## src/design/tss_pkg.sv

```systemverilog
package tss_pkg;

    localparam int MaxExpertsDefault = 64;
    localparam int MaxSelectDefault  = 8;
    localparam int ScoreWidth        = 16;
    localparam int RowLenWidth       = 7;
    localparam int SelCountWidth     = 4;
    localparam int RankWidth         = 3;
    localparam logic [15:0] NegInfBits = 16'hFC00;

    localparam logic CfgRowLength   = 1'b0;
    localparam logic CfgSelectCount = 1'b1;

    // Order key of a half: sign-magnitude turned into two's complement.
    function automatic logic signed [16:0] half_key(input logic [15:0] h);
        logic signed [16:0] mag;
        mag = {2'b00, h[14:0]};
        half_key = h[15] ? -mag : mag;
    endfunction

    // A score may be chosen unless it is NaN or negative infinity.
    function automatic logic half_usable(input logic [15:0] h);
        half_usable = (h[14:0] <= 15'h7C00) && (h != NegInfBits);
    endfunction

endpackage

```

## src/design/tss_cell.sv

```systemverilog
module tss_cell
    import tss_pkg::*;
#(
    parameter int IndexWidth = 6
) (
    input  logic                  aclk,
    input  logic                  aresetn,
    input  logic                  clear,
    input  logic                  ins_valid,
    input  logic [15:0]           ins_value,
    input  logic [IndexWidth-1:0] ins_index,
    input  logic                  left_beaten,
    input  logic [15:0]           left_value,
    input  logic [IndexWidth-1:0] left_index,
    output logic                  beaten,
    output logic [15:0]           value,
    output logic [IndexWidth-1:0] index
);

    logic [15:0]           value_reg;
    logic [IndexWidth-1:0] index_reg;

    // A new score beats this slot only when strictly greater.
    assign beaten = ins_valid && (half_key(ins_value) > half_key(value_reg));
    assign value  = value_reg;
    assign index  = index_reg;

    // Take the new score, take the left neighbor's entry, or hold.
    always_ff @(posedge aclk) begin
        if (!aresetn || clear) begin
            value_reg <= NegInfBits;
            index_reg <= '0;
        end else if (beaten && !left_beaten) begin
            value_reg <= ins_value;
            index_reg <= ins_index;
        end else if (beaten) begin
            value_reg <= left_value;
            index_reg <= left_index;
        end
    end

endmodule

```

## src/design/topk_score_selector_unit.sv

```systemverilog
// Top-k score selector.
// The slave channel takes one fp16 score per word; tdata holds the score.
// Each score is inserted into a chain of slot cells that keeps the largest
// scores of the row in descending order; ties keep the earlier position.
// After the last score of a row the first select_count slots are copied into
// an output bank and sent on the master channel, one result per word, rank
// 0 first, tlast on the final one. Scores are accepted one per cycle,
// including the cycle that ends a row, as long as the output bank is free
// or hands its final word to the master in that same cycle.
// The first result appears in the cycle after the row's last score; a row
// sends select_count result words, so rows shorter than select_count stall input.
// A stalled master holds its word; the chain keeps filling the next row and
// only blocks on that row's last score until the bank drains.
// Reset (aresetn low, synchronous) clears all slots to -inf with position 0,
// the position counter and the read-out state (not the bank contents), and sets row_length 64,
// select_count 2. Configuration writes take effect the next cycle.
module topk_score_selector_unit
    import tss_pkg::*;
#(
    parameter int MAX_EXPERTS = MaxExpertsDefault,
    parameter int MAX_SELECT  = MaxSelectDefault
) (
    input  logic        aclk,
    input  logic        aresetn,
    input  logic        s_tvalid,
    output logic        s_tready,
    input  logic [15:0] s_tdata,   // score[15:0]
    output logic        m_tvalid,
    input  logic        m_tready,
    output logic [31:0] m_tdata,   // top_value[15:0], expert_index[21:16], rank[24:22], 0
    output logic        m_tlast,   // final_of_row
    input  logic        cfg_we,
    input  logic        cfg_index,
    input  logic [6:0]  cfg_data
);

    localparam int IdxW = $clog2(MAX_EXPERTS);
    localparam int PosW = $clog2(MAX_EXPERTS + 1);
    localparam int SelW = (MAX_SELECT > 1) ? $clog2(MAX_SELECT) : 1;

    logic [RowLenWidth-1:0]   row_length_reg;
    logic [SelCountWidth-1:0] select_count_reg;
    logic [PosW-1:0]          pos_reg;
    logic [PosW-1:0]          len_eff;
    logic [SelW-1:0]          cnt_last;
    logic                     accept, row_end, ins_valid;

    logic [MAX_SELECT-1:0] beaten;
    logic [15:0]           cval [MAX_SELECT];
    logic [IdxW-1:0]       cidx [MAX_SELECT];

    logic [15:0]     bval_reg [MAX_SELECT];
    logic [IdxW-1:0] bidx_reg [MAX_SELECT];
    logic            busy_reg;
    logic [SelW-1:0] rd_reg;
    logic [SelW-1:0] last_reg;

    // Configuration registers.
    always_ff @(posedge aclk) begin
        if (!aresetn) begin
            row_length_reg   <= RowLenWidth'(64);
            select_count_reg <= SelCountWidth'(2);
        end else if (cfg_we) begin
            if (cfg_index == CfgRowLength) row_length_reg <= cfg_data;
            else select_count_reg <= cfg_data[SelCountWidth-1:0];
        end
    end

    // Clamp the registers into their usable ranges.
    always_comb begin
        if (row_length_reg == '0) len_eff = PosW'(1);
        else if (32'(row_length_reg) > MAX_EXPERTS) len_eff = PosW'(MAX_EXPERTS);
        else len_eff = PosW'(row_length_reg);
        if (select_count_reg == '0) cnt_last = '0;
        else if (32'(select_count_reg) > MAX_SELECT) cnt_last = SelW'(MAX_SELECT - 1);
        else cnt_last = SelW'(select_count_reg - 1'b1);
    end

    // A row end waits only while the bank still holds words after this cycle.
    assign row_end   = (32'(pos_reg) + 1) >= 32'(len_eff);
    assign s_tready  = !(row_end && busy_reg && !(m_tready && (rd_reg == last_reg)));
    assign accept    = s_tvalid && s_tready;
    assign ins_valid = accept && half_usable(s_tdata);

    // Position counter within the row.
    always_ff @(posedge aclk) begin
        if (!aresetn) pos_reg <= '0;
        else if (accept) pos_reg <= row_end ? '0 : pos_reg + 1'b1;
    end

    // The slot chain; the first cell's left neighbor is never beaten.
    for (genvar g = 0; g < MAX_SELECT; g++) begin : g_cell
        tss_cell #(.IndexWidth(IdxW)) u_cell (
            .aclk        (aclk),
            .aresetn     (aresetn),
            .clear       (accept && row_end),
            .ins_valid   (ins_valid),
            .ins_value   (s_tdata),
            .ins_index   (pos_reg[IdxW-1:0]),
            .left_beaten ((g == 0) ? 1'b0 : beaten[(g == 0) ? 0 : g-1]),
            .left_value  (cval[(g == 0) ? 0 : g-1]),
            .left_index  (cidx[(g == 0) ? 0 : g-1]),
            .beaten      (beaten[g]),
            .value       (cval[g]),
            .index       (cidx[g])
        );
    end

    // Output bank: the final list of a row, including the last score.
    for (genvar g = 0; g < MAX_SELECT; g++) begin : g_bank
        always_ff @(posedge aclk) begin
            if (accept && row_end) begin
                if (beaten[g] && (g == 0 || !beaten[(g == 0) ? 0 : g-1])) begin
                    bval_reg[g] <= s_tdata;
                    bidx_reg[g] <= pos_reg[IdxW-1:0];
                end else if (beaten[g]) begin
                    bval_reg[g] <= cval[(g == 0) ? 0 : g-1];
                    bidx_reg[g] <= cidx[(g == 0) ? 0 : g-1];
                end else begin
                    bval_reg[g] <= cval[g];
                    bidx_reg[g] <= cidx[g];
                end
            end
        end
    end

    // Read-out sequencing.
    always_ff @(posedge aclk) begin
        if (!aresetn) begin
            busy_reg <= 1'b0;
            rd_reg   <= '0;
            last_reg <= '0;
        end else if (accept && row_end) begin
            busy_reg <= 1'b1;
            rd_reg   <= '0;
            last_reg <= cnt_last;
        end else if (busy_reg && m_tready) begin
            if (rd_reg == last_reg) busy_reg <= 1'b0;
            rd_reg <= rd_reg + 1'b1;
        end
    end

    assign m_tvalid = busy_reg;
    assign m_tlast  = (rd_reg == last_reg);
    assign m_tdata  = {7'd0, RankWidth'(rd_reg),
                       6'(bidx_reg[rd_reg]), bval_reg[rd_reg]};

endmodule

```

## config.mk

```make
export PLATFORM = sky130hd
export DESIGN_NAME = topk_score_selector_unit
export DESIGN_NICKNAME = d
export VERILOG_FILES = /design/src/design/tss_pkg.sv /design/src/design/tss_cell.sv /design/src/design/topk_score_selector_unit.sv
export SDC_FILE = /design/constraint.sdc
export NUM_CORES = 1
export LEC_CHECK = 0
export BUFFER_PORTS_ARGS = -buffer_cell sky130_fd_sc_hd__buf_2
export CORE_ASPECT_RATIO = 1.2
export CORE_MARGIN = 1
export CORE_UTILIZATION = 29
export CTS_BUF_LIST = sky130_fd_sc_hd__clkbuf_8
export DETAILED_ROUTE_END_ITERATION = 6
export GPL_TIMING_DRIVEN = 0
export SLEW_MARGIN = 10
export SYNTH_ARGS = -nofsm -noshare
export SYNTH_HDL_FRONTEND = slang
export SYNTH_SLANG_ARGS = --single-unit
```

## constraint.sdc

```tcl
create_clock -name aclk -period 10 [get_ports aclk]
set_input_delay 0.5 -clock aclk [delete_from_list [all_inputs] [get_ports aclk]]
set_output_delay 0.5 -clock aclk [all_outputs]
set_load 0.05 [all_outputs]
```

==> results.yml, run 1 <==
final_layout:
  regArea_um2: 9370
  final_common_cell: "dfxtp_1"
  final_nets: 2990
  drive_gt1_share_pct: 11.4
  fillCellCount: 8836
  area_growth_pct: 13.3
  fin_area_um2: 28300
  final_cell_mix: "dfxtp_1 (204), o21ai_0 (197), nor2_1 (179)"
  multi_input_area_um2: 14200
worst_setup_path:
  rr_startpoint: "g_cell[4].u_cell.value[2]$_SDFFE_PP0P_"
  crit_required_ps: 10360
  path_max_fanout: 16
  crit_top_cell: "ha_1"
  max_stage_delay_ps: 710
  critPathKind: "in2reg"
  worst-path-buf-inv: 3
  worst_setup_path_start_kind: "input pin"
  cpLargestDelayFamily: "compound AO/OA/AOI/OAI gates"
  worstPathArrival_ps: 6380
  cp_slowest_cell: "xnor2_2"
  r2r_slack_ps: 4670
  end_kind: "flop"
  startpoint: "s_tdata[0]"
  cp_cell_sequence: "buf_2 -> clkinv_1 -> ha_1 -> nand3_2 -> o41ai_1 -> nand2_1 -> xnor2_2 -> ha_1 -> a21o_1 -> a21oi_1 -> o211ai_1 -> or3_1 -> o21ai_2 -> nor3_1 -> clkbuf_1 -> a222oi_1"
power_and_ir_drop:
  seq_power_share_pct: 27.7
  p_sw_share_pct: 46.2
  power_switching_mw: 3.64
  leakage_nw: 10.5
  vdd_ir_drop_max_uv: 112
  power_density_nw_per_um2: 278
  power_frac_comb_pct: 52.2
  p_int_mw: 4.24
  p_total_mw: 7.88
  pwr-share-clk_pct: 20.2
drt:
  drtIter0Drc: 2328
  drc: 7
  dr.pass1.iters: 7
  wl_per_cell_um: 24.3
  routed_via_density: 5.75
  drtAntennaViolNets: 0
  wl_mm: 97.1
  vias: 22900
floorplan:
  io_pins: 64
  die_height_um: 323
  start_util_pct: 29.4
  rows: 117
  die_area_um2: 87300
  core_um2: 85100
  die_x_um: 270
place:
  dpl.hpwl_mm: 76.3
  place_area_um2: 26900
  gp_congestion: 0.986
  io_buffers: 55
sta:
  slew_headroom_pct: 21.1
  fin_tns_setup_ps: 0
  worstMarginPinSlew_ps: 1180
  period_needed_ps: 6030
  fin_worst_skew_ps: 29.0
  finalCritPeriodShare_pct: 60.3
  hold_slack_ps: 103
  max_freq_mhz: 166
  hold_violations: 0
  setup_viol: 0
  rsz0062_at_grt: "false"
  finalMaxSlewViolations: 0
status:
  status: "finished, violations left"
  failed_checks: "design-rule violations"
cts:
  cts_sinks: 380
  cts_tree: "yes"
  cts_hold_buf: 0
  cts-buffers-inserted: 66
  ctsRootBufferMaster: "clkbuf_8"
  cts_resized: 0
  cts_setup_buffers: 0
  clkTransAtPathRegs_ps: 60
  htree_levels: 3
  insertion_delay_ps: 670
  cts_buffer_depth: 3
synth:
  postSynthAreaPerCell_um2: 9.34
  synth_flop_cell: "dfxtp_1"
  ys_top_cells_by_area: "edfxtp_1 (21%), dfxtp_1 (16%), ha_1 (7.8%)"
  syn_area_um2: 25000
  ys_seq_area_share_pct: 37.5
  synth_top_area_cell: "edfxtp_1"
  yosys.area.top_type_share_pct: 21.2
  netlist_instances: 2672
  ys_seq_elements: 380
  ys_async_sr_fraction_pct: 0
  synth_edf_count: 176
  yosys_warnings: 0
  yosysUniqueCellTypes: 75
global_route:
  gr-usage-all-layers_pct: 21.7
  grt_antenna_before_repair: 1
  grt_pass1_wl_mm: 142
  grt_max_degree: 62
  grt_overflow: 0
  grt_pass1_vias: 22300
flow_run:
  drv_cap: 0
hold_path:
  worstHoldPathType: "in2reg"
  hold_start: "cfg_data[6]"
==> metrics by stage <==
step / instances / utilization [%] / worst slack [ps]
after CTS: 3987 / 33.3 / 4100
after detailed placement: 3868 / 31.6 / 3420
after global placement: 3863 / 31.4 / -1230
after floorplan: 2678 / - / 1500
after global routing: 3988 / 33.3 / 3800
final: 3988 / 33.3 / 3970
==> cell type report <==
cell class / count / area share, %
diodes: 1 / 0.00884
plain buffers: 230 / 3.54
clock buffers: 73 / 3.55
clock inverters: 46 / 1.43
inverters: 130 / 1.72
multi-input cells: 1938 / 50.3
flip-flops and latches: 380 / 33.1
well taps: 1130 / 5.00
repair buffers: 60 / 1.34
==> power by group through the flow <==
stage / clock, mW / sequential [mW] / combinational (mW)
6_report: 1.59 / 2.18 / 4.11
4_1_cts: 1.60 / 2.17 / 4.04
2_1_floorplan: 0 / 2.09 / 2.94
5_1_grt: 1.67 / 2.20 / 4.51
3_5_place_dp: 0 / 2.20 / 4.02
3_3_place_gp: 0 / 2.20 / 3.96
==> Yosys cell counts (23+ instances only) <==
cell      number
edfxtp_1     176
a21o_1        23
mux4_2        44
nor2_1       179
nand3_1       85
buf_2         51
a222oi_1      60
o31ai_1       53
xnor2_1       81
nand4_1       29
ha_1         155
clkbuf_1     151
a31oi_1       44
nor3_1        76
inv_1        123
xor2_1        47
dfxtp_1      204
a21oi_1      175
mux2i_1      149
nand2_1      170
a211oi_1      76
o21ai_0      199
==> worst paths after layout <==
check	to	cells after the start
worst max-delay path	bval_reg[5][9]$_DFFE_PP_	16
worst min-delay path	row_length_reg[6]$_SDFFE_PN1P_	3
worst max register to register	bval_reg[5][15]$_DFFE_PP_	16
worst min register to register	select_count_reg[3]$_SDFFE_PN0P_	2
==> cell families after synthesis <==
group	share of synthesized area, %
xor gates and xnor gates	4.49
and+or+nand+nor	11.8
DFF	37.5
adders and majority gates	7.81
buffers and inverters	5.95
muxes	10.9
AOI/OAI and AO/OA	21.4
other	0.0150
==> tightest hold or removal path, stage by stage <==
cell      delay [ps]
buf_2             70
nand2_1           50
o211ai_1          90
==> routing by layer <==
metal	vias to the layer above	GRT usage, %	share of wire (%)
met4	0	14.0	6.7
met5	-	0	0
met2	1133	37.5	48
met1	11100	24.6	38
met3	330	3.99	7.3
li1	10300	-	-
Power figures use the tool's default switching activity.
==> run 2: changes to the inputs <==
- clock period: 10 -> 5.8 ns (I/O delays scaled with it)
==> run 2 against run 1 <==
  * The flow still finishes with violations (design-rule violations)
  * Sequential power grew 72%
  * Worst hold slack worse by 49 ps
  * Via count fell by 0.90%
  * Clock skew grew 2.6 ps
  * Utilization hardly changed
  * Worst setup slack got worse by 3800 ps
  * Highest routed layer is now met5
  * First-iteration DRC count rose by 9.8%
  * Critical path depth up 1
  * Largest cell class unchanged
  * Clock-buffer cell count shrank 7
  * Sequential cell count unchanged
==> results.yml, run 2 (synthesized netlist as in run 1, its figures left out) <==
cts:
  htree_levels: 2
  cts_tree: "yes"
  cts_sinks: 380
  ctsRootBufferMaster: "clkbuf_8"
  cts_setup_buffers: 0
  cts_buffer_depth: 3
  insertion_delay_ps: 710
  clkTransAtPathRegs_ps: 70
  cts-buffers-inserted: 60
sta:
  setup_ws_ps: 141
  slew_headroom_pct: 25.5
  finalMaxSlewViolations: 0
  rsz0062_at_grt: "false"
  hold_violations: 0
  period_needed_ps: 5660
  setup_viol: 0
  finalCritPeriodShare_pct: 97.6
  fin_worst_skew_ps: 31.6
  worstMarginPinSlew_ps: 1110
  max_freq_mhz: 177
  fin_tns_setup_ps: 0
worst_setup_path:
  crit_required_ps: 6250
  worstPathArrival_ps: 6110
  rr_startpoint: "g_cell[5].u_cell.value[0]$_SDFFE_PP0P_"
  r2r_end: "bval_reg[6][9]$_DFFE_PP_"
  worst-r2r-cell-count: 18
  startpoint: "s_tdata[0]"
  crit_end: "bval_reg[6][9]$_DFFE_PP_"
  worst_setup_path_start_kind: "input pin"
  critPathKind: "in2reg"
  end_kind: "flop"
  r2r_slack_ps: 430
  path_max_fanout: 16
global_route:
  grt_pass1_wl_mm: 142
  grt_max_degree: 102
  gr-usage-all-layers_pct: 21.6
  busiest_layer: "met2"
  grt_overflow: 0
  use_met3_pct: 3.33
  grt_antenna_before_repair: 2
  grt_util_met1_pct: 25.1
  globalRouteMet2Util_pct: 37.9
  grt_pass1_vias: 22100
place:
  gp_congestion: 0.967
  dp_slack_ps: -470
  io_buffers: 55
  dpl.hpwl_mm: 75.7
  dpl.cell_count: 3867
  place_area_um2: 26800
final_layout:
  fin_cells: 3995
  fin_area_um2: 28300
  final_cell_mix: "dfxtp_1 (204), o21ai_0 (197), nor2_1 (179)"
  area_growth_pct: 13.3
  drive_gt1_share_pct: 11.2
  fillCellCount: 8812
  final_nets: 2997
  final_common_cell: "dfxtp_1"
floorplan:
  die_height_um: 323
  start_util_pct: 29.4
  die_area_um2: 87300
  die_x_um: 270
  io_pins: 64
  rows: 117
  core_um2: 85100
drt:
  drtAntennaViolNets: 0
  drtIter0Drc: 2557
  wl_per_cell_um: 24.3
  drc: 1
  dr.pass1.iters: 7
  vias: 22700
  wl_mm: 97.1
  routed_via_density: 5.68
hold_path:
  hold_path_depth: 3
  worstHoldPathType: "in2reg"
  hold_start: "s_tdata[8]"
power_and_ir_drop:
  power_density_nw_per_um2: 472
  leakage_nw: 10.5
  vdd_ir_drop_max_uv: 238
flow_run:
  drv_cap: 0
status:
  status: "finished, violations left"
  failed_checks: "design-rule violations"
-- run 2: cell count changes in the layout (fill, tap and decap cells not counted), sizes merged --
cell and delta:
dlygate4sd3 +14, clkinv +10, clkbuf -7, inv -6
bufinv -2, buf -1, clkinvlp -1
-- run 2: critical path: stages --
cell and delay, ps:
buf_2 130, clkinv_1 710, ha_1 620, nand3_2 190, o21ai_0 170, xnor2_2 770, ha_1 380, a21oi_1 130
o21ai_0 100, a41oi_1 310, o2111ai_1 200, clkbuf_1 260, nand2_1 180, clkbuf_1 470, buf_1 600, o31ai_1 150
a2bb2oi_1 410
-- run 2: routing by layer --
layer	part of all wire, %	vias up	routed length (µm)
met1	38	10900	36700
met5	0.010	-	10
met3	7.5	298	7330
li1	-	10400	-
met2	48	1113	47000
met4	6.3	2	6100
-- run 2: final cells by class --
type                            count  area [µm²]  share of cell area (%)
Multi-Input combinational cell   1938       14300                    50.4
Sequential cell                   380        9370                    33.1
Tap cell                         1130        1410                    5.00
Buffer                            230        1010                    3.57
Clock buffer                       66         908                    3.21
Inverter                          130         488                    1.72
Timing Repair Buffer               73         477                    1.69
Clock inverter                     47         368                    1.30
Antenna cell                        1        2.50                 0.00885
-- run 2: repair_timing --
item                                   in CTS  in global routing
setup endpoints to repair                   0                 37
endpoints found under the hold margin      16                  0
hold buffers                               14                  0
resized for setup                           0                  4
-- run 2: worst min path at each step --
stage | to | slack, ps
floorplan | row_length_reg[6]$_SDFFE_PN1P_ | 430
detailed placement | select_count_reg[3]$_SDFFE_PN0P_ | 460
global placement | select_count_reg[3]$_SDFFE_PN0P_ | 460
CTS | g_cell[4].u_cell.value[8]$_SDFFE_PP0P_ | 20
global route | g_cell[4].u_cell.value[8]$_SDFFE_PP0P_ | 50
finish | g_cell[4].u_cell.value[8]$_SDFFE_PP0P_ | 50
-- run 2: stage by stage --
step / util, % / power, mW / hold WS [ps]
floorplan: - / 8.67 / 428
global placement: 31.4 / 10.6 / 458
detailed placement: 31.6 / 10.7 / 463
CTS: 33.2 / 13.2 / 24.4
global route: 33.3 / 14.2 / 51.1
finish: 33.3 / 13.3 / 53.8
-- run 2: report_power, final --
part	total (mW)	internal (mW)	switching, mW	leakage [nW]
Combinational	7.07	2.55	4.53	6.52
Clock	2.52	1.32	1.20	0.695
Sequential	3.76	3.25	0.503	3.28
